==> config.mk <==
export PLATFORM = sky130hd
export DESIGN_NAME = ppg_sqrt_step
export DESIGN_NICKNAME = d
export VERILOG_FILES = /design/src/rtl/point_pair_geometry_unit_defines.svh /design/src/rtl/ppg_pkg.sv /design/src/rtl/ppg_sqrt_step.sv
export SDC_FILE = /design/constraint.sdc
export NUM_CORES = 1
export LEC_CHECK = 0
export BUFFER_PORTS_ARGS = -buffer_cell sky130_fd_sc_hd__buf_2
export CORE_MARGIN = 4
export CORE_UTILIZATION = 52
export CTS_CLUSTER_SIZE = 24
export DETAILED_ROUTE_END_ITERATION = 12
export GPL_ROUTABILITY_DRIVEN = 0
export GPL_TIMING_DRIVEN = 0
export PLACE_DENSITY = 0.86
export SLEW_MARGIN = 20
export SYNTH_ARGS = -nofsm -noshare
export SYNTH_HDL_FRONTEND = slang
export SYNTH_SLANG_ARGS = --single-unit
==> constraint.sdc <==
create_clock -name i_clk -period 8.3 [get_ports i_clk]
set_input_delay 2.49 -clock i_clk [delete_from_list [all_inputs] [get_ports i_clk]]
set_output_delay 2.49 -clock i_clk [all_outputs]
set_load 0.01 [all_outputs]
==> src/rtl/point_pair_geometry_unit_defines.svh <==
// assertion macros shared by the point pair geometry rtl
// needs a clock named i_clk and an active low reset named i_rst_n in scope
`ifndef POINT_PAIR_GEOMETRY_UNIT_DEFINES_SVH
`define POINT_PAIR_GEOMETRY_UNIT_DEFINES_SVH

// same-cycle implication
`define PPG_ASSERT_NOW(lbl, ante, cons, msg) \
    lbl: assert property (@(posedge i_clk) disable iff (!i_rst_n) (ante) |-> (cons)) \
        else $error(msg);

// next-cycle implication
`define PPG_ASSERT_NEXT(lbl, ante, cons, msg) \
    lbl: assert property (@(posedge i_clk) disable iff (!i_rst_n) (ante) |=> (cons)) \
        else $error(msg);

`endif

==> src/rtl/ppg_pkg.sv <==
// constants and the arctangent table for the point pair geometry unit
// no dependencies
package ppg_pkg;

    localparam int COORD_BITS_DEF  = 24;
    localparam int ANGLE_FRAC_DEF  = 13;
    localparam int CORDIC_STEPS    = 30;
    localparam int CORDIC_W        = 64;
    localparam int ACC_W           = 36;
    localparam int ACC_FRAC        = 30;
    localparam int NORM_MSB        = 59;
    localparam int SHIFT_W         = 6;
    localparam logic signed [ACC_W-1:0] PI_Q30 = 36'sd3373259426;

    // atan(2^-idx) in units of 2^-30 rad
    function automatic logic signed [ACC_W-1:0] atan_q30(input int idx);
        logic signed [ACC_W-1:0] v;
        case (idx)
            0:  v = 36'sd843314857;
            1:  v = 36'sd497837829;
            2:  v = 36'sd263043836;
            3:  v = 36'sd133525158;
            4:  v = 36'sd67021686;
            5:  v = 36'sd33543515;
            6:  v = 36'sd16775850;
            7:  v = 36'sd8388437;
            8:  v = 36'sd4194282;
            9:  v = 36'sd2097149;
            10: v = 36'sd1048575;
            11: v = 36'sd524287;
            12: v = 36'sd262143;
            13: v = 36'sd131072;
            14: v = 36'sd65536;
            15: v = 36'sd32768;
            16: v = 36'sd16384;
            17: v = 36'sd8192;
            18: v = 36'sd4096;
            19: v = 36'sd2048;
            20: v = 36'sd1024;
            21: v = 36'sd512;
            22: v = 36'sd256;
            23: v = 36'sd128;
            24: v = 36'sd64;
            25: v = 36'sd32;
            26: v = 36'sd16;
            27: v = 36'sd8;
            28: v = 36'sd4;
            29: v = 36'sd2;
            default: v = '0;
        endcase
        return v;
    endfunction

endpackage

==> src/rtl/ppg_sqrt_step.sv <==
// one digit of the restoring integer square root, registered
// uses ppg_pkg only for the default of NS
module ppg_sqrt_step #(
    parameter int NS     = ppg_pkg::COORD_BITS_DEF + 1,
    parameter bit ACTIVE = 1'b1
) (
    input  logic              i_clk,
    input  logic              i_en,
    input  logic [2*NS-1:0]   i_rad,
    input  logic [NS:0]       i_rem,
    input  logic [NS-1:0]     i_root,
    output logic [2*NS-1:0]   o_rad,
    output logic [NS:0]       o_rem,
    output logic [NS-1:0]     o_root
);
    import ppg_pkg::*;

    logic [2*NS-1:0] r_rad;
    logic [NS:0]     r_rem;
    logic [NS-1:0]   r_root;
    logic [NS+2:0]   n_trem, n_trial;
    logic            n_fit;

    always_comb begin
        n_trem  = {i_rem, i_rad[2*NS-1 -: 2]};
        n_trial = {1'b0, i_root, 2'b01};
        n_fit   = n_trem >= n_trial;
    end

    always_ff @(posedge i_clk) begin
        if (i_en) begin
            if (ACTIVE) begin
                r_rad  <= i_rad << 2;
                r_rem  <= n_fit ? (NS+1)'(n_trem - n_trial) : (NS+1)'(n_trem);
                r_root <= {i_root[NS-2:0], n_fit};
            end else begin
                r_rad  <= i_rad;
                r_rem  <= i_rem;
                r_root <= i_root;
            end
        end
    end

    assign o_rad  = r_rad;
    assign o_rem  = r_rem;
    assign o_root = r_root;

endmodule

==> impl_metrics.ini <==
[yosys]
synth_seq_cells = 99
yosys-top-cells-area = edfxtp_1 62%, ha_1 7.1%, mux2_2 5.4%
async_flop_share_pct = 0
synth_top_area_share_pct = 62.4
synthMuxAreaShare_pct = 6.07
ys_warn_count = 0
synth_cell_types = 53
synthCells = 341
yosys_most_used_dff = edfxtp_1
synth_xor_area_share_pct = 3.50
synth_edf_count = 99
synth_area_sq_mm = 0.00476
synth_top_family_by_area = compound AO/OA/AOI/OAI gates
synthSimpleGateAreaFrac_pct = 6.15
yosysMostFrequentCell = edfxtp_1
synth-seq-area-share_pct = 62.4
syn_avg_cell_area_sq_um = 14.0
yosysTopAreaCell = edfxtp_1
synth_common_cells = 99 x edfxtp_1, 33 x inv_1, 27 x ha_1
synth_fa_ha_area_share_pct = 7.10
synth_compound_area_share_pct = 11.1

[layout]
fin_nets = 685
areaGrowthSynthToFinish_pct = 28.9
fillCellCount = 608
regArea_sq_mm = 0.00297
antenna_cells = 0
multi_input_area_sq_mm = 0.00162
drive_gt1_share_pct = 45.9

[clock_network]
cts_tree = built
cts-buffers-inserted = 9
cts_resized = 0
clockBufferDepth = 2
clk_pin_slew_ns = 0.10
cts_hold_buf = 0
cts_sinks = 99
cts.root.buffer_cell = clkbuf_8
htreeDepth = 3
post_cts_buffers = 0

[flow_run]
cap_violations = 0

[die]
core_region_area_sq_mm = 0.00881
die_height_um = 104
die-area_sq_mm = 0.0108
fp.dieW_um = 104
start_util_pct = 54.1
num_io_pins = 204
fp-row-count = 34

[timing]
setup_viol = 0
drv_slew = 0
setup_ws_ns = 2.83
rsz0062_at_grt = false
fin_crit_sh_pct = 65.9
fmax_mhz = 183
hold_violations = 0
period_needed_ns = 5.47
relSlewSlack_pct = 56.8
whs_ns = 2.30
tightest_slew_ns = 0.647
setup_tns_ns = 0

[route]
drc = 0
dr.pass1.iters = 5
wirelength_mm = 11.8
vias_per_cell = 5.33
wl_per_cell_um = 17.7
vias = 3560
ant_nets = 0
drtIter0Drc = 263

[placement]
dp_slack_ns = 2.46
hpwl_mm = 9.31
io_buffer_count = 201

[global_routing]
grt-ovfl-total = 0
grt_pass1_wl_mm = 18.5
grt_max_degree = 52
antenna_found_initial = 0
grt_pass1_vias = 3527
grt_usage_pct = 21.8

[worst_setup_path]
crit_path_start = i_rem[0]
worst_ep_arrival_time_ns = 5.58
endpoint_kind = flip-flop
critical_path_required_ns = 8.41
critPathKind = primary input to flip-flop
startpoint_type = primary input
path_max_fanout = 10

[pwr]
power_switching_share_pct = 27.3
power_density_mw_per_mm2 = 196
peakVddDrop_mv = 0.104
p_clk_share_pct = 26.2
sequentialPowerShare_pct = 51.6
leakage_nw = 2.74
pwr-share-comb_pct = 22.3
p_switching_mw = 0.329
internal_power_mw = 0.875

[outcome]
status = complete, no violations

[hold_path]
hp-class = primary input to flip-flop
min_from = i_rad[32]
sequential cells by signal, summed over array words and instances (netlist names):
name and cells:
o_rem 26, o_rad 48, o_root 25
worst paths after layout:
kind,end,slack [ns],cells past startpoint
hold / removal,o_rad[34]$_DFFE_PP_,2.30,1
setup / recovery,o_rem[19]$_DFFE_PP_,2.83,12
final cells by class:
type / instances / share of cell area (%)
timing repair buffer: 202 / 16.9
multi-input combinational: 203 / 26.4
buffer: 7 / 0.754
clock buffer: 10 / 2.08
tap: 108 / 2.20
sequential: 99 / 48.4
inverter: 33 / 2.02
clock inverter: 6 / 1.20
logic make-up (layout without fill, tap and decap cells):
logic type      Yosys count  count (layout)
flops                    99              99
compound gates           72              72
simple gates             57              57
buf+inv                  40             258
fa+ha+maj                27              27
mux                      26              26
xor+xnor                 19              19
other cells               1               2
metal layers:
metal / up-vias / routed length [um] / GRT usage (%)
met5: - / 0 / 0
met4: 0 / 244 / 6.93
met3: 21 / 795 / 5.29
met2: 163 / 6090 / 39.0
met1: 1657 / 4710 / 25.8
li1: 1719 / - / -
critical path, stage by stage:
cell and delay [ns]:
buf_2 0.11, ha_1 0.36, nor2b_1 0.16, o21ai_0 0.13
nand2b_1 0.14, a21oi_2 0.25, o21ai_1 0.24, a211oi_2 0.42
a21oi_1 0.17, a41oi_4 0.46, buf_4 0.29, mux2_2 0.36
per-stage QoR:
stage               area [sq um]  instances  utilization (%)  power [mW]
finish                      6140        668             69.7        1.20
CTS                         6140        668             69.7        1.22
global placement            5910        651             67.1       0.890
detailed placement          5940        652             67.4       0.901
floorplan                   4760        342                -       0.787
global route                6140        668             69.7        1.26
power by group through the flow:
stage | registers (mW) | logic (mW) | clock network [mW]
4_1_cts | 0.622 | 0.270 | 0.324
2_1_floorplan | 0.663 | 0.125 | 0
6_report | 0.621 | 0.268 | 0.315
3_5_place_dp | 0.633 | 0.269 | 0
5_1_grt | 0.626 | 0.292 | 0.345
3_3_place_gp | 0.632 | 0.258 | 0
cells in the final DEF, fill, tap and decap left out, types with 3 or more instances in the layout:
| cell | n |
|---|---|
| buf_2 | 201 |
| edfxtp_1 | 99 |
| inv_1 | 33 |
| ha_1 | 27 |
| mux2_2 | 23 |
| a21oi_1 | 22 |
| nor2_1 | 16 |
| nand2_1 | 13 |
| xnor2_1 | 13 |
| o21ai_0 | 10 |
| clkbuf_8 | 9 |
| a21o_1 | 7 |
| buf_4 | 6 |
| xor2_1 | 6 |
| nor3_1 | 5 |
| nor2b_1 | 4 |
| nand3_1 | 4 |
| a2111oi_0 | 4 |
| nand2b_1 | 3 |
| a211o_1 | 3 |
| mux2i_1 | 3 |
| o21a_1 | 3 |
Note: power is estimated with default switching activity, not from simulation.
