===== src/rtl/point_pair_geometry_unit_defines.svh =====
// assertion macros shared by the point pair geometry rtl
// needs a clock named i_clk and an active low reset named i_rst_n in scope
`ifndef POINT_PAIR_GEOMETRY_UNIT_DEFINES_SVH
`define POINT_PAIR_GEOMETRY_UNIT_DEFINES_SVH

// same-cycle implication
`define PPG_ASSERT_NOW(lbl, ante, cons, msg) \
    lbl: assert property (@(posedge i_clk) disable iff (!i_rst_n) (ante) |-> (cons)) \
        else $error(msg);

// next-cycle implication
`define PPG_ASSERT_NEXT(lbl, ante, cons, msg) \
    lbl: assert property (@(posedge i_clk) disable iff (!i_rst_n) (ante) |=> (cons)) \
        else $error(msg);

`endif


===== src/rtl/ppg_pkg.sv =====
// constants and the arctangent table for the point pair geometry unit
// no dependencies
package ppg_pkg;

    localparam int COORD_BITS_DEF  = 24;
    localparam int ANGLE_FRAC_DEF  = 13;
    localparam int CORDIC_STEPS    = 30;
    localparam int CORDIC_W        = 64;
    localparam int ACC_W           = 36;
    localparam int ACC_FRAC        = 30;
    localparam int NORM_MSB        = 59;
    localparam int SHIFT_W         = 6;
    localparam logic signed [ACC_W-1:0] PI_Q30 = 36'sd3373259426;

    // atan(2^-idx) in units of 2^-30 rad
    function automatic logic signed [ACC_W-1:0] atan_q30(input int idx);
        logic signed [ACC_W-1:0] v;
        case (idx)
            0:  v = 36'sd843314857;
            1:  v = 36'sd497837829;
            2:  v = 36'sd263043836;
            3:  v = 36'sd133525158;
            4:  v = 36'sd67021686;
            5:  v = 36'sd33543515;
            6:  v = 36'sd16775850;
            7:  v = 36'sd8388437;
            8:  v = 36'sd4194282;
            9:  v = 36'sd2097149;
            10: v = 36'sd1048575;
            11: v = 36'sd524287;
            12: v = 36'sd262143;
            13: v = 36'sd131072;
            14: v = 36'sd65536;
            15: v = 36'sd32768;
            16: v = 36'sd16384;
            17: v = 36'sd8192;
            18: v = 36'sd4096;
            19: v = 36'sd2048;
            20: v = 36'sd1024;
            21: v = 36'sd512;
            22: v = 36'sd256;
            23: v = 36'sd128;
            24: v = 36'sd64;
            25: v = 36'sd32;
            26: v = 36'sd16;
            27: v = 36'sd8;
            28: v = 36'sd4;
            29: v = 36'sd2;
            default: v = '0;
        endcase
        return v;
    endfunction

endpackage


===== src/rtl/ppg_cordic_step.sv =====
// one vectoring iteration of the arctangent cordic, registered
// uses ppg_pkg for widths and the arctangent table
module ppg_cordic_step #(
    parameter int IDX    = 0,
    parameter bit ACTIVE = 1'b1
) (
    input  logic                                 i_clk,
    input  logic                                 i_en,
    input  logic signed [ppg_pkg::CORDIC_W-1:0]  i_x,
    input  logic signed [ppg_pkg::CORDIC_W-1:0]  i_y,
    input  logic signed [ppg_pkg::ACC_W-1:0]     i_z,
    output logic signed [ppg_pkg::CORDIC_W-1:0]  o_x,
    output logic signed [ppg_pkg::CORDIC_W-1:0]  o_y,
    output logic signed [ppg_pkg::ACC_W-1:0]     o_z
);
    import ppg_pkg::*;

    localparam logic signed [ACC_W-1:0] ANG = atan_q30(IDX);

    logic signed [CORDIC_W-1:0] r_x, r_y;
    logic signed [ACC_W-1:0]    r_z;
    logic signed [CORDIC_W-1:0] n_xs, n_ys;

    always_comb begin
        n_xs = i_x >>> IDX;
        n_ys = i_y >>> IDX;
    end

    always_ff @(posedge i_clk) begin
        if (i_en) begin
            if (!ACTIVE) begin
                r_x <= i_x;
                r_y <= i_y;
                r_z <= i_z;
            end else if (!i_y[CORDIC_W-1]) begin
                r_x <= i_x + n_ys;
                r_y <= i_y - n_xs;
                r_z <= i_z + ANG;
            end else begin
                r_x <= i_x - n_ys;
                r_y <= i_y + n_xs;
                r_z <= i_z - ANG;
            end
        end
    end

    assign o_x = r_x;
    assign o_y = r_y;
    assign o_z = r_z;

endmodule

===== config.mk =====
export PLATFORM = sky130hd
export DESIGN_NAME = ppg_cordic_step
export DESIGN_NICKNAME = d
export VERILOG_FILES = /design/src/rtl/point_pair_geometry_unit_defines.svh /design/src/rtl/ppg_pkg.sv /design/src/rtl/ppg_cordic_step.sv
export SDC_FILE = /design/constraint.sdc
export NUM_CORES = 1
export LEC_CHECK = 0
export BUFFER_PORTS_ARGS = -buffer_cell sky130_fd_sc_hd__buf_2
export CAP_MARGIN = 20
export CORE_ASPECT_RATIO = 0.75
export CORE_MARGIN = 1.5
export CORE_UTILIZATION = 25
export DETAILED_ROUTE_END_ITERATION = 10
export GPL_TIMING_DRIVEN = 1
export PLACE_DENSITY = 0.52
export SLEW_MARGIN = 20
export SYNTH_ARGS = -nofsm -noshare
export SYNTH_HDL_FRONTEND = slang
export SYNTH_SLANG_ARGS = --single-unit
export TNS_END_PERCENT = 5

===== constraint.sdc =====
create_clock -name i_clk -period 4.4 [get_ports i_clk]
set_input_delay 0.66 -clock i_clk [delete_from_list [all_inputs] [get_ports i_clk]]
set_output_delay 0.66 -clock i_clk [all_outputs]
set_load 0.05 [all_outputs]

==> impl_metrics.ini <==
[outcome]
status = finished, final reports clean

[worst_setup_path]
start_kind = input port
crit_fanout = 15
worstPathRequired_ns = 4.65
crit_top_cell = buf_4
crit_family = compound AO/OA/AOI/OAI gates
critical_path_arrival_ns = 4.54
crit_chain = buf_2, inv_1, ha_1, buf_4, or4_1, nor4_1, buf_4, nand2b_1, a2111oi_0, buf_4, nor2_1, o21ai_0, nor2b_1, nor3b_1, a21boi_0, buf_4, xnor2_1
end_kind = flip-flop
crit_path_top_delay_cell = a2111oi_0
path_class = in2reg
max_stage_delay_ns = 0.78
worst-path-buf-inv = 6
cp-startpoint = i_x[17]

[place]
hpwlAfterDp_um = 68900
io_buffers = 329
gp_congestion = 0.972
dpl.cell_count = 3743
dpl_cell_area_um2 = 23000

[yosys]
ys.flop_type = edfxtp_1
synth.most_common_cell = a21oi_1
synth_compound_gate_area_share_pct = 28.4
yosys-top-cells-area = edfxtp_1 26%, ha_1 16%, a21oi_1 8.4%
synth_area_leader_cell = edfxtp_1
syn_area_per_cell_um2 = 8.13
yosysTopAreaCellShare_pct = 25.8
synth_simple_gate_area_share_pct = 14.8
yosysSeqAreaShare_pct = 25.8
synth_nets = 2738
synth_cell_type_count = 74
ys_ff_latch = 163
async_reset_ff_share_pct = 0
synthXorXnorAreaFrac_pct = 7.30
yosysWarnings = 0
netlist_area_um2 = 19000
synthMuxAreaShare_pct = 1.81
syn_inst = 2331
synthAdderAreaFrac_pct = 16.0
synth_common_cells = 317 x a21oi_1, 238 x ha_1, 193 x inv_1, 187 x nor2_1, 166 x o21ai_0
synth_edf_count = 163
synth_top_family_by_area = compound AO/OA/AOI/OAI gates

[clock_tree]
postCtsSetupRepairBufs = 0
cts_buffers = 17
path_clk_slew_ns = 0.07
cts_buffer_depth = 2
cts_htree_levels = 4
clkSinkCount = 163
hold_buffers = 0
cts_tree = built
cts_repair_resize_count = 0
cts-root-buf = clkbuf_16

[timing]
fmax_ghz = 0.233
final.setup.tns_ns = 0
setup_viol = 0
timing.final.max_slew_violations = 0
hold_viol = 0
min_period_ns = 4.30
finalCritPeriodShare_pct = 97.7
slew_headroom_pct = 32.3
rsz0062_at_grt = no
worst_pin_slew_ns = 0.990

[power]
leakage_nw = 10.4
seqPwrFrac_pct = 28.5
p_switching_mw = 3.67
max-vdd-ir-drop_mv = 0.224
swShare_pct = 47.4
powerDensity_nw_per_um2 = 329
internal-power_mw = 4.08
combPwrFrac_pct = 51.0
totalPowerFinal_mw = 7.75
clkPwrFrac_pct = 20.5

[global_routing]
grt_pass1_wl_um = 121000
grt.overflow.total = 0
grt_pass1_vias = 18600
grt_max_degree = 64
track_usage_pct = 21.0
antenna_found_initial = 11

[routing]
drcViolationCount = 0
routed_wl_um = 83700
antenna_left = 0
vias_per_cell = 5.27
first_pass_iters = 5
wl_per_cell_um = 22.2
drt_iter0_drc = 2092
via_count = 19900

[min_path]
min_from = i_z[0]
whs_endpoint = o_z[0]
hold_depth = 2
min_path_type = in2reg

[finish]
area_growth_pct = 24.3
n_fill_cell = 8230
regArea_um2 = 4890
multiInputGateArea_um2 = 12900
layout.nets = 3190
fin_cells = 3777
layout-drive-gt1-share_pct = 21.2
fin_area_um2 = 23600

[floorplanning]
die_area_um2 = 77500
core_um2 = 75100
initial_utilization_pct = 25.2
fp.dieW_um = 321
die_y_um = 241
io_pins = 330
rows = 87

[run]
cap_violations = 0
per-stage QoR:
| stage | setup WS (ns) | hold WS [ns] | utilization, % |
|---|---|---|---|
| after floorplan | 0.175 | 0.772 | - |
| after global placement | -0.108 | 0.998 | 30.6 |
| after detailed placement | -0.151 | 1.00 | 30.6 |
| after CTS | 0.363 | 0.440 | 31.4 |
| after global routing | 0.0551 | 0.460 | 31.4 |
| final | 0.101 | 0.491 | 31.4 |
per-layer routing:
metal  global-route usage (%)  wire, um
met5                        0        56
met4                     5.27      1480
met2                     30.1     34100
met1                     31.4     40300
met3                     4.60      7800
cells in the final DEF, fill, tap and decap left out, drive strengths merged, types with 11 or more instances in the layout:
cell    instances
o31ai          25
or3            17
and2           15
mux2i          32
nor2          187
a31oi          13
xnor2         125
o211ai         23
nor4           18
a211oi         36
a21boi         17
xor2           33
a21o           69
nand2         134
clkbuf         17
a21oi         318
nand2b         21
clkinv         13
nand4          34
o21bai         62
and3           11
buf           530
ha            238
inv           199
nor3           53
edfxtp        163
o21ai         168
nand3          34
o21a           22
nor2b          26
cell type report:
class	count	area share, %
Antenna cell	2	0.0212
Sequential cell	163	20.8
Multi-Input combinational cell	1871	54.9
Timing Repair Buffer	530	13.5
Clock inverter	15	0.632
Clock buffer	17	1.81
Tap cell	979	5.20
Inverter	200	3.20
cell families (layout without fill, tap and decap cells):
| kind of cell | count (synthesis) | in the layout |
|---|---|---|
| compound gates | 855 | 855 |
| simple gates | 583 | 583 |
| buf+inv | 297 | 762 |
| fa+ha+maj | 241 | 241 |
| flops | 163 | 163 |
| xor+xnor | 158 | 158 |
| mux | 34 | 34 |
| other cells | 0 | 2 |
power groups by stage:
stage | Sequential [mW] | Clock [mW] | Combinational [mW]
after floorplan | 3.12 | 0 | 1.59
after CTS | 2.22 | 1.66 | 3.91
after global routing | 2.23 | 1.69 | 4.21
after global placement | 2.25 | 0 | 3.90
after detailed placement | 2.24 | 0 | 3.89
final | 2.21 | 1.59 | 3.95
flip-flops by register name, indices dropped and copies added, names as in the netlist:
name  count
o_z      36
o_y      63
o_x      64
worst max path at each step:
stage                   end  slack (ns)  depth (start not counted)
CTS                 o_x[40]        0.36                         17
floorplan           o_z[34]        0.18                         15
detailed placement  o_x[40]       -0.15                         17
global placement    o_y[41]       -0.11                         17
global route        o_x[40]        0.06                         17
finish              o_x[40]        0.10                         17
Note: power is estimated with default switching activity, not from simulation.
