==> src/rtl/point_pair_geometry_unit_defines.svh <==
// assertion macros shared by the point pair geometry rtl
// needs a clock named i_clk and an active low reset named i_rst_n in scope
`ifndef POINT_PAIR_GEOMETRY_UNIT_DEFINES_SVH
`define POINT_PAIR_GEOMETRY_UNIT_DEFINES_SVH

// same-cycle implication
`define PPG_ASSERT_NOW(lbl, ante, cons, msg) \
    lbl: assert property (@(posedge i_clk) disable iff (!i_rst_n) (ante) |-> (cons)) \
        else $error(msg);

// next-cycle implication
`define PPG_ASSERT_NEXT(lbl, ante, cons, msg) \
    lbl: assert property (@(posedge i_clk) disable iff (!i_rst_n) (ante) |=> (cons)) \
        else $error(msg);

`endif

==> src/rtl/ppg_pkg.sv <==
// constants and the arctangent table for the point pair geometry unit
// no dependencies
package ppg_pkg;

    localparam int COORD_BITS_DEF  = 24;
    localparam int ANGLE_FRAC_DEF  = 13;
    localparam int CORDIC_STEPS    = 30;
    localparam int CORDIC_W        = 64;
    localparam int ACC_W           = 36;
    localparam int ACC_FRAC        = 30;
    localparam int NORM_MSB        = 59;
    localparam int SHIFT_W         = 6;
    localparam logic signed [ACC_W-1:0] PI_Q30 = 36'sd3373259426;

    // atan(2^-idx) in units of 2^-30 rad
    function automatic logic signed [ACC_W-1:0] atan_q30(input int idx);
        logic signed [ACC_W-1:0] v;
        case (idx)
            0:  v = 36'sd843314857;
            1:  v = 36'sd497837829;
            2:  v = 36'sd263043836;
            3:  v = 36'sd133525158;
            4:  v = 36'sd67021686;
            5:  v = 36'sd33543515;
            6:  v = 36'sd16775850;
            7:  v = 36'sd8388437;
            8:  v = 36'sd4194282;
            9:  v = 36'sd2097149;
            10: v = 36'sd1048575;
            11: v = 36'sd524287;
            12: v = 36'sd262143;
            13: v = 36'sd131072;
            14: v = 36'sd65536;
            15: v = 36'sd32768;
            16: v = 36'sd16384;
            17: v = 36'sd8192;
            18: v = 36'sd4096;
            19: v = 36'sd2048;
            20: v = 36'sd1024;
            21: v = 36'sd512;
            22: v = 36'sd256;
            23: v = 36'sd128;
            24: v = 36'sd64;
            25: v = 36'sd32;
            26: v = 36'sd16;
            27: v = 36'sd8;
            28: v = 36'sd4;
            29: v = 36'sd2;
            default: v = '0;
        endcase
        return v;
    endfunction

endpackage

==> src/rtl/ppg_front.sv <==
// front end: differences, squares, sums, quadrant fold and normalization
// four register stages; uses ppg_pkg
module ppg_front #(
    parameter int COORD_BITS = ppg_pkg::COORD_BITS_DEF
) (
    input  logic                                      i_clk,
    input  logic                                      i_en,
    input  logic signed [COORD_BITS-1:0]              i_first_x,
    input  logic signed [COORD_BITS-1:0]              i_first_y,
    input  logic signed [COORD_BITS-1:0]              i_first_z,
    input  logic signed [COORD_BITS-1:0]              i_second_x,
    input  logic signed [COORD_BITS-1:0]              i_second_y,
    input  logic signed [COORD_BITS-1:0]              i_second_z,
    output logic [2*COORD_BITS+1:0]                   o_plan_sum,
    output logic [2*COORD_BITS+1:0]                   o_space_sum,
    output logic signed [COORD_BITS:0]                o_dz,
    output logic                                      o_zero,
    output logic signed [ppg_pkg::CORDIC_W-1:0]       o_cx,
    output logic signed [ppg_pkg::CORDIC_W-1:0]       o_cy,
    output logic signed [ppg_pkg::ACC_W-1:0]          o_cz
);
    import ppg_pkg::*;

    localparam int C  = COORD_BITS;
    localparam int RW = 2 * C + 2;

    // stage 1
    logic signed [C:0] r_dx1, r_dy1, r_dz1;
    // stage 2
    logic [2*C-1:0]    r_sqx2, r_sqy2, r_sqz2;
    logic signed [C:0] r_fx2, r_fy2, r_dz2;
    logic [C-1:0]      r_mag2;
    logic signed [ACC_W-1:0] r_z2;
    logic              r_zero2;
    // stage 3
    logic [2*C:0]      r_plan3;
    logic [2*C-1:0]    r_sqz3;
    logic [SHIFT_W-1:0] r_sh3;
    logic signed [C:0] r_fx3, r_fy3, r_dz3;
    logic signed [ACC_W-1:0] r_z3;
    logic              r_zero3;
    // stage 4
    logic [RW-1:0]     r_plan4, r_space4;
    logic signed [C:0] r_dz4;
    logic              r_zero4;
    logic signed [CORDIC_W-1:0] r_cx4, r_cy4;
    logic signed [ACC_W-1:0] r_z4;

    logic signed [C:0] n_fx, n_fy;
    logic [C-1:0]      n_ax, n_ay, n_az, n_afx, n_afy;
    logic [SHIFT_W-1:0] n_msb;
    logic signed [CORDIC_W-1:0] n_ex, n_ey;

    always_comb begin
        n_ax = r_dx1[C] ? C'(-r_dx1) : C'(r_dx1);
        n_ay = r_dy1[C] ? C'(-r_dy1) : C'(r_dy1);
        n_az = r_dz1[C] ? C'(-r_dz1) : C'(r_dz1);
        // fold the left half plane onto the right one
        n_fx = r_dx1[C] ? -r_dx1 : r_dx1;
        n_fy = r_dx1[C] ? -r_dy1 : r_dy1;
        n_afx = C'(n_fx);
        n_afy = n_fy[C] ? C'(-n_fy) : C'(n_fy);
        n_msb = '0;
        for (int i = 0; i < C; i++) begin
            if (r_mag2[i]) n_msb = SHIFT_W'(i);
        end
        n_ex = {{(CORDIC_W-C-1){r_fx3[C]}}, r_fx3};
        n_ey = {{(CORDIC_W-C-1){r_fy3[C]}}, r_fy3};
    end

    always_ff @(posedge i_clk) begin
        if (i_en) begin
            r_dx1 <= {i_second_x[C-1], i_second_x} - {i_first_x[C-1], i_first_x};
            r_dy1 <= {i_second_y[C-1], i_second_y} - {i_first_y[C-1], i_first_y};
            r_dz1 <= {i_second_z[C-1], i_second_z} - {i_first_z[C-1], i_first_z};

            r_sqx2  <= n_ax * n_ax;
            r_sqy2  <= n_ay * n_ay;
            r_sqz2  <= n_az * n_az;
            r_fx2   <= n_fx;
            r_fy2   <= n_fy;
            r_dz2   <= r_dz1;
            r_mag2  <= (n_afy > n_afx) ? n_afy : n_afx;
            r_zero2 <= (r_dx1 == '0) && (r_dy1 == '0);
            if (r_dx1[C]) begin
                r_z2 <= r_dy1[C] ? -PI_Q30 : PI_Q30;
            end else begin
                r_z2 <= '0;
            end

            r_plan3 <= {1'b0, r_sqx2} + {1'b0, r_sqy2};
            r_sqz3  <= r_sqz2;
            r_sh3   <= SHIFT_W'(NORM_MSB) - n_msb;
            r_fx3   <= r_fx2;
            r_fy3   <= r_fy2;
            r_dz3   <= r_dz2;
            r_z3    <= r_z2;
            r_zero3 <= r_zero2;

            r_plan4  <= RW'(r_plan3);
            r_space4 <= RW'(r_plan3) + RW'(r_sqz3);
            r_dz4    <= r_dz3;
            r_zero4  <= r_zero3;
            r_cx4    <= n_ex <<< r_sh3;
            r_cy4    <= n_ey <<< r_sh3;
            r_z4     <= r_z3;
        end
    end

    assign o_plan_sum  = r_plan4;
    assign o_space_sum = r_space4;
    assign o_dz        = r_dz4;
    assign o_zero      = r_zero4;
    assign o_cx        = r_cx4;
    assign o_cy        = r_cy4;
    assign o_cz        = r_z4;

endmodule

==> config.mk <==
export PLATFORM = sky130hd
export DESIGN_NAME = ppg_front
export DESIGN_NICKNAME = d
export VERILOG_FILES = /design/src/rtl/point_pair_geometry_unit_defines.svh /design/src/rtl/ppg_pkg.sv /design/src/rtl/ppg_front.sv
export SDC_FILE = /design/constraint.sdc
export NUM_CORES = 2
export LEC_CHECK = 0
export ABC_AREA = 1
export BUFFER_PORTS_ARGS = -buffer_cell sky130_fd_sc_hd__buf_2
export CELL_PAD_IN_SITES_DETAIL_PLACEMENT = 0
export CELL_PAD_IN_SITES_GLOBAL_PLACEMENT = 1
export CORE_ASPECT_RATIO = 2
export CORE_UTILIZATION = 45
export DETAILED_ROUTE_END_ITERATION = 8
export GPL_TIMING_DRIVEN = 0
export PLACE_DENSITY = 0.8
export SLEW_MARGIN = 20
export SYNTH_ARGS = -nofsm -noshare
export SYNTH_HDL_FRONTEND = slang
export SYNTH_SLANG_ARGS = --single-unit
export TNS_END_PERCENT = 30
==> constraint.sdc <==
create_clock -name i_clk -period 8 [get_ports i_clk]
set_clock_uncertainty 0.05 [all_clocks]
set_input_delay 0.4 -clock i_clk [delete_from_list [all_inputs] [get_ports i_clk]]
set_output_delay 0.4 -clock i_clk [all_outputs]
set_load 0.01 [all_outputs]
==> impl_metrics.py <==
metrics = {
    "detailed_routing": {
        "routed_via_density": 5.33,
        "vias": 71000,
        "first_pass_iters": 9,
        "drc_errors": 114,
        "ant_nets": 0,
        "wl_mm": 318,
        "drtIter0Drc": 4183,
        "post_drt_wl_per_cell_um": 23.9,
    },
    "cts": {
        "clock_latency_ns": 0.75,
        "cts_sinks": 751,
        "clkSlewWorstSetupHoldPaths_ns": 0.11,
        "tritoncts": "yes",
        "root_buffer": "clkbuf_16",
        "h-tree-depth": 3,
        "numCtsBuffers": 72,
        "cts_buffer_depth": 3,
    },
    "synthesis": {
        "synth_edf_count": 751,
        "synth_mux_area_frac": 0.00124,
        "synth_top_family_by_area": "adder cells",
        "yosysUniqueCellTypes": 64,
        "syn_avg_cell_area_sq_um": 9.04,
        "synthCells": 9789,
        "async_flop_share": 0,
        "ys_warn_count": 0,
        "synth_xor_xnor_area_share": 0.0349,
        "synth_area_sq_mm": 0.0885,
        "synth_compound_area_frac": 0.0753,
        "yosysSeqAreaShare": 0.255,
        "ys_ff_latch": 751,
        "synth-simple-area-share": 0.130,
        "synthFlopType": "edfxtp_1",
        "synthAdderAreaFrac": 0.387,
    },
    "grt": {
        "grt_overflow": 0,
        "grtUsageMet1": 0.291,
        "grtUsageMet2": 0.606,
        "grt_max_degree": 115,
        "grt_pass1_vias": 78100,
        "busiest_layer": "met2",
        "grtUsageMet3": 0.0432,
        "antenna_found_initial": 18,
        "track_usage": 0.323,
        "grt_pass1_wl_mm": 469,
    },
    "placement": {
        "place_area_sq_mm": 0.0942,
        "placed_cells": 12800,
        "gp_congestion": 1.03,
        "port_buffers": 433,
        "hpwlAfterDp_mm": 259,
    },
    "floorplanning": {
        "die_w_um": 316,
        "core_region_area_sq_mm": 0.195,
        "ioPinCount": 436,
        "rows": 229,
        "dieArea_sq_mm": 0.199,
        "die_h_um": 629,
        "start_util": 0.454,
    },
    "timing": {
        "worst_pin_slew_ns": 1.16,
        "max_freq_mhz": 119,
        "setup-violations-final": 61,
        "whs_ns": 0.0483,
        "period_needed_ns": 8.37,
        "finalHoldViolCount": 0,
        "fin_ws_ns": -0.375,
        "slew_violations": 0,
        "rsz0062_at_grt": "yes",
        "fin_crit_sh": 1.05,
        "slew_headroom": 0.219,
    },
    "outcome": {
        "failed_checks": "design-rule violations, negative setup slack",
        "status": "finished with violations",
    },
    "worst_hold_path": {
        "min-delay-path-class": "in -> reg",
        "holdPathStages": 4,
        "hold_end": "r_dx1[0]",
        "hold_start": "i_second_x[0]",
    },
    "layout": {
        "fin_cells": 13300,
        "fin_nets": 12800,
        "drive_gt1_frac": 0.200,
        "post-route-cell-area_sq_mm": 0.107,
        "syn2layout_area_growth_pct": 20.3,
    },
    "critical_path": {
        "max_stage_delay_ns": 0.63,
        "r2r_setup_slack_ns": -0.37,
        "slowest_stage": "fa_2",
        "startpoint_type": "register",
        "r2r_cells": 36,
        "path_max_fanout": 5,
        "r2r-start": "r_dx1[0]",
        "cp-end-kind": "register",
        "cpMostUsedCell": "fa_2",
        "required_ns": 8.40,
        "r2r-end": "r_sqx2[45]",
        "criticalPathCategory": "reg -> reg",
        "worst_ep_arrival_time_ns": 8.77,
    },
    "job": {
        "maxCapViolCount": 0,
    },
}
[Yosys cell counts (all sizes together), types with 26 or more instances]
library cell	count	area, sq um
xnor2	113	990
fa	1273	25500
edfxtp	751	22600
xor2	235	2080
a21o	30	225
nor2	948	3720
ha	705	8820
nor4	26	163
o21bai	26	195
inv	2406	9030
o21ai	505	2600
nand3	214	1130
o21a	32	240
a21oi	444	2220
a31oi	91	569
nand4	37	231
clkbuf	143	537
nor3	75	424
nand2	1487	5640
buf	109	656
[registers in the layout, summed over array words and instances, names as in the netlist, 25 cells and up]
register and count:
r_fy3 25, r_sqy2 47, o_cx 64, r_fx3 25, r_sqz3 47, r_plan3 49
o_plan_sum 49, r_sqz2 47, o_space_sum 50, r_dx1 25, r_dz1 25, o_dz 25
r_sqx2 47, r_dy1 25, o_cy 64
[routing by layer]
| metal | part of all wire | wire, um | vias up |
|---|---|---|---|
| li1 | - | - | 32100 |
| met1 | 0.30 | 96100 | 34900 |
| met2 | 0.53 | 169000 | 2656 |
| met3 | 0.046 | 14700 | 1291 |
| met4 | 0.12 | 38000 | 14 |
| met5 | 0.00030 | 96 | - |
[final cells by class]
cell class | instances | area [sq um]
fillers | 17600 | 88600
multi-input cells | 6360 | 60800
flip-flops and latches | 751 | 22600
inverters | 2427 | 9360
repair buffers | 846 | 5890
well taps | 2541 | 3180
plain buffers | 249 | 2190
clock buffers | 78 | 1820
clock inverters | 54 | 753
diodes | 5 | 12.5
[what timing repair did]
item	CTS	global route
buffers inserted	270	130
cloned	2	0
pin swaps	384	300
hold endpoints to repair	2	0
setup endpoints to repair	115	91
gates resized for setup	1254	452
hold buffers	2	0
[how the worst max path moves through the flow]
| stage | from | endpoint | slack (ns) |
|---|---|---|---|
| finish | r_dx1[0] | r_sqx2[45] | -0.37 |
| global route | r_dz1[0] | r_sqz2[44] | -0.61 |
| CTS | r_dz1[0] | r_sqz2[44] | -0.47 |
| detailed placement | r_dx1[0] | r_sqx2[43] | -3.40 |
| global placement | i_en | o_dz[24] | -4.95 |
| floorplan | r_dz1[0] | r_sqz2[34] | 0.05 |
[worst max-delay path: cells and delay by family (launching register included)]
kind / cells / cell delay [ns]
xor gates and xnor gates: 1 / 0.48
AOI/OAI and AO/OA: 2 / 0.25
buffers and inverters: 9 / 0.79
DFF: 1 / 0.49
and+or+nand+nor: 16 / 1.89
adders and majority gates: 8 / 4.10
[placed cells by master (no fill, tap or decap), drive strengths merged, types with 30 or more instances in the layout]
cell    instances
a21o           30
a21oi         444
a31oi          91
buf           960
clkbuf        210
clkinv         46
edfxtp        751
fa           1273
ha            705
inv          2410
nand2        1487
nand3         214
nand4          37
nor2          948
nor3           75
o21a           32
o21ai         505
xnor2         113
xor2          235
[through the flow]
stage / worst slack [ns] / utilization / TNS, ns
floorplan: 0.0480 / - / 0
global placement: -4.95 / 0.481 / -3835.62
detailed placement: -3.40 / 0.483 / -250.32
CTS: -0.470 / 0.533 / -11.55
global route: -0.605 / 0.546 / -24.04
finish: -0.375 / 0.546 / -10.92
[cells by family (layout without fill, tap and decap cells)]
group	after synthesis	count (layout)
and+or+nand+nor	2816	2816
buffers and inverters	2679	3654
adders and majority gates	1978	1978
AOI/OAI and AO/OA	1203	1203
DFF	751	751
xor gates and xnor gates	349	349
muxes	11	11
other	2	8
Power is left out: the tool's default activity adds up to more than one toggle a clock period on the data nets, which glitch-free logic cannot reach.
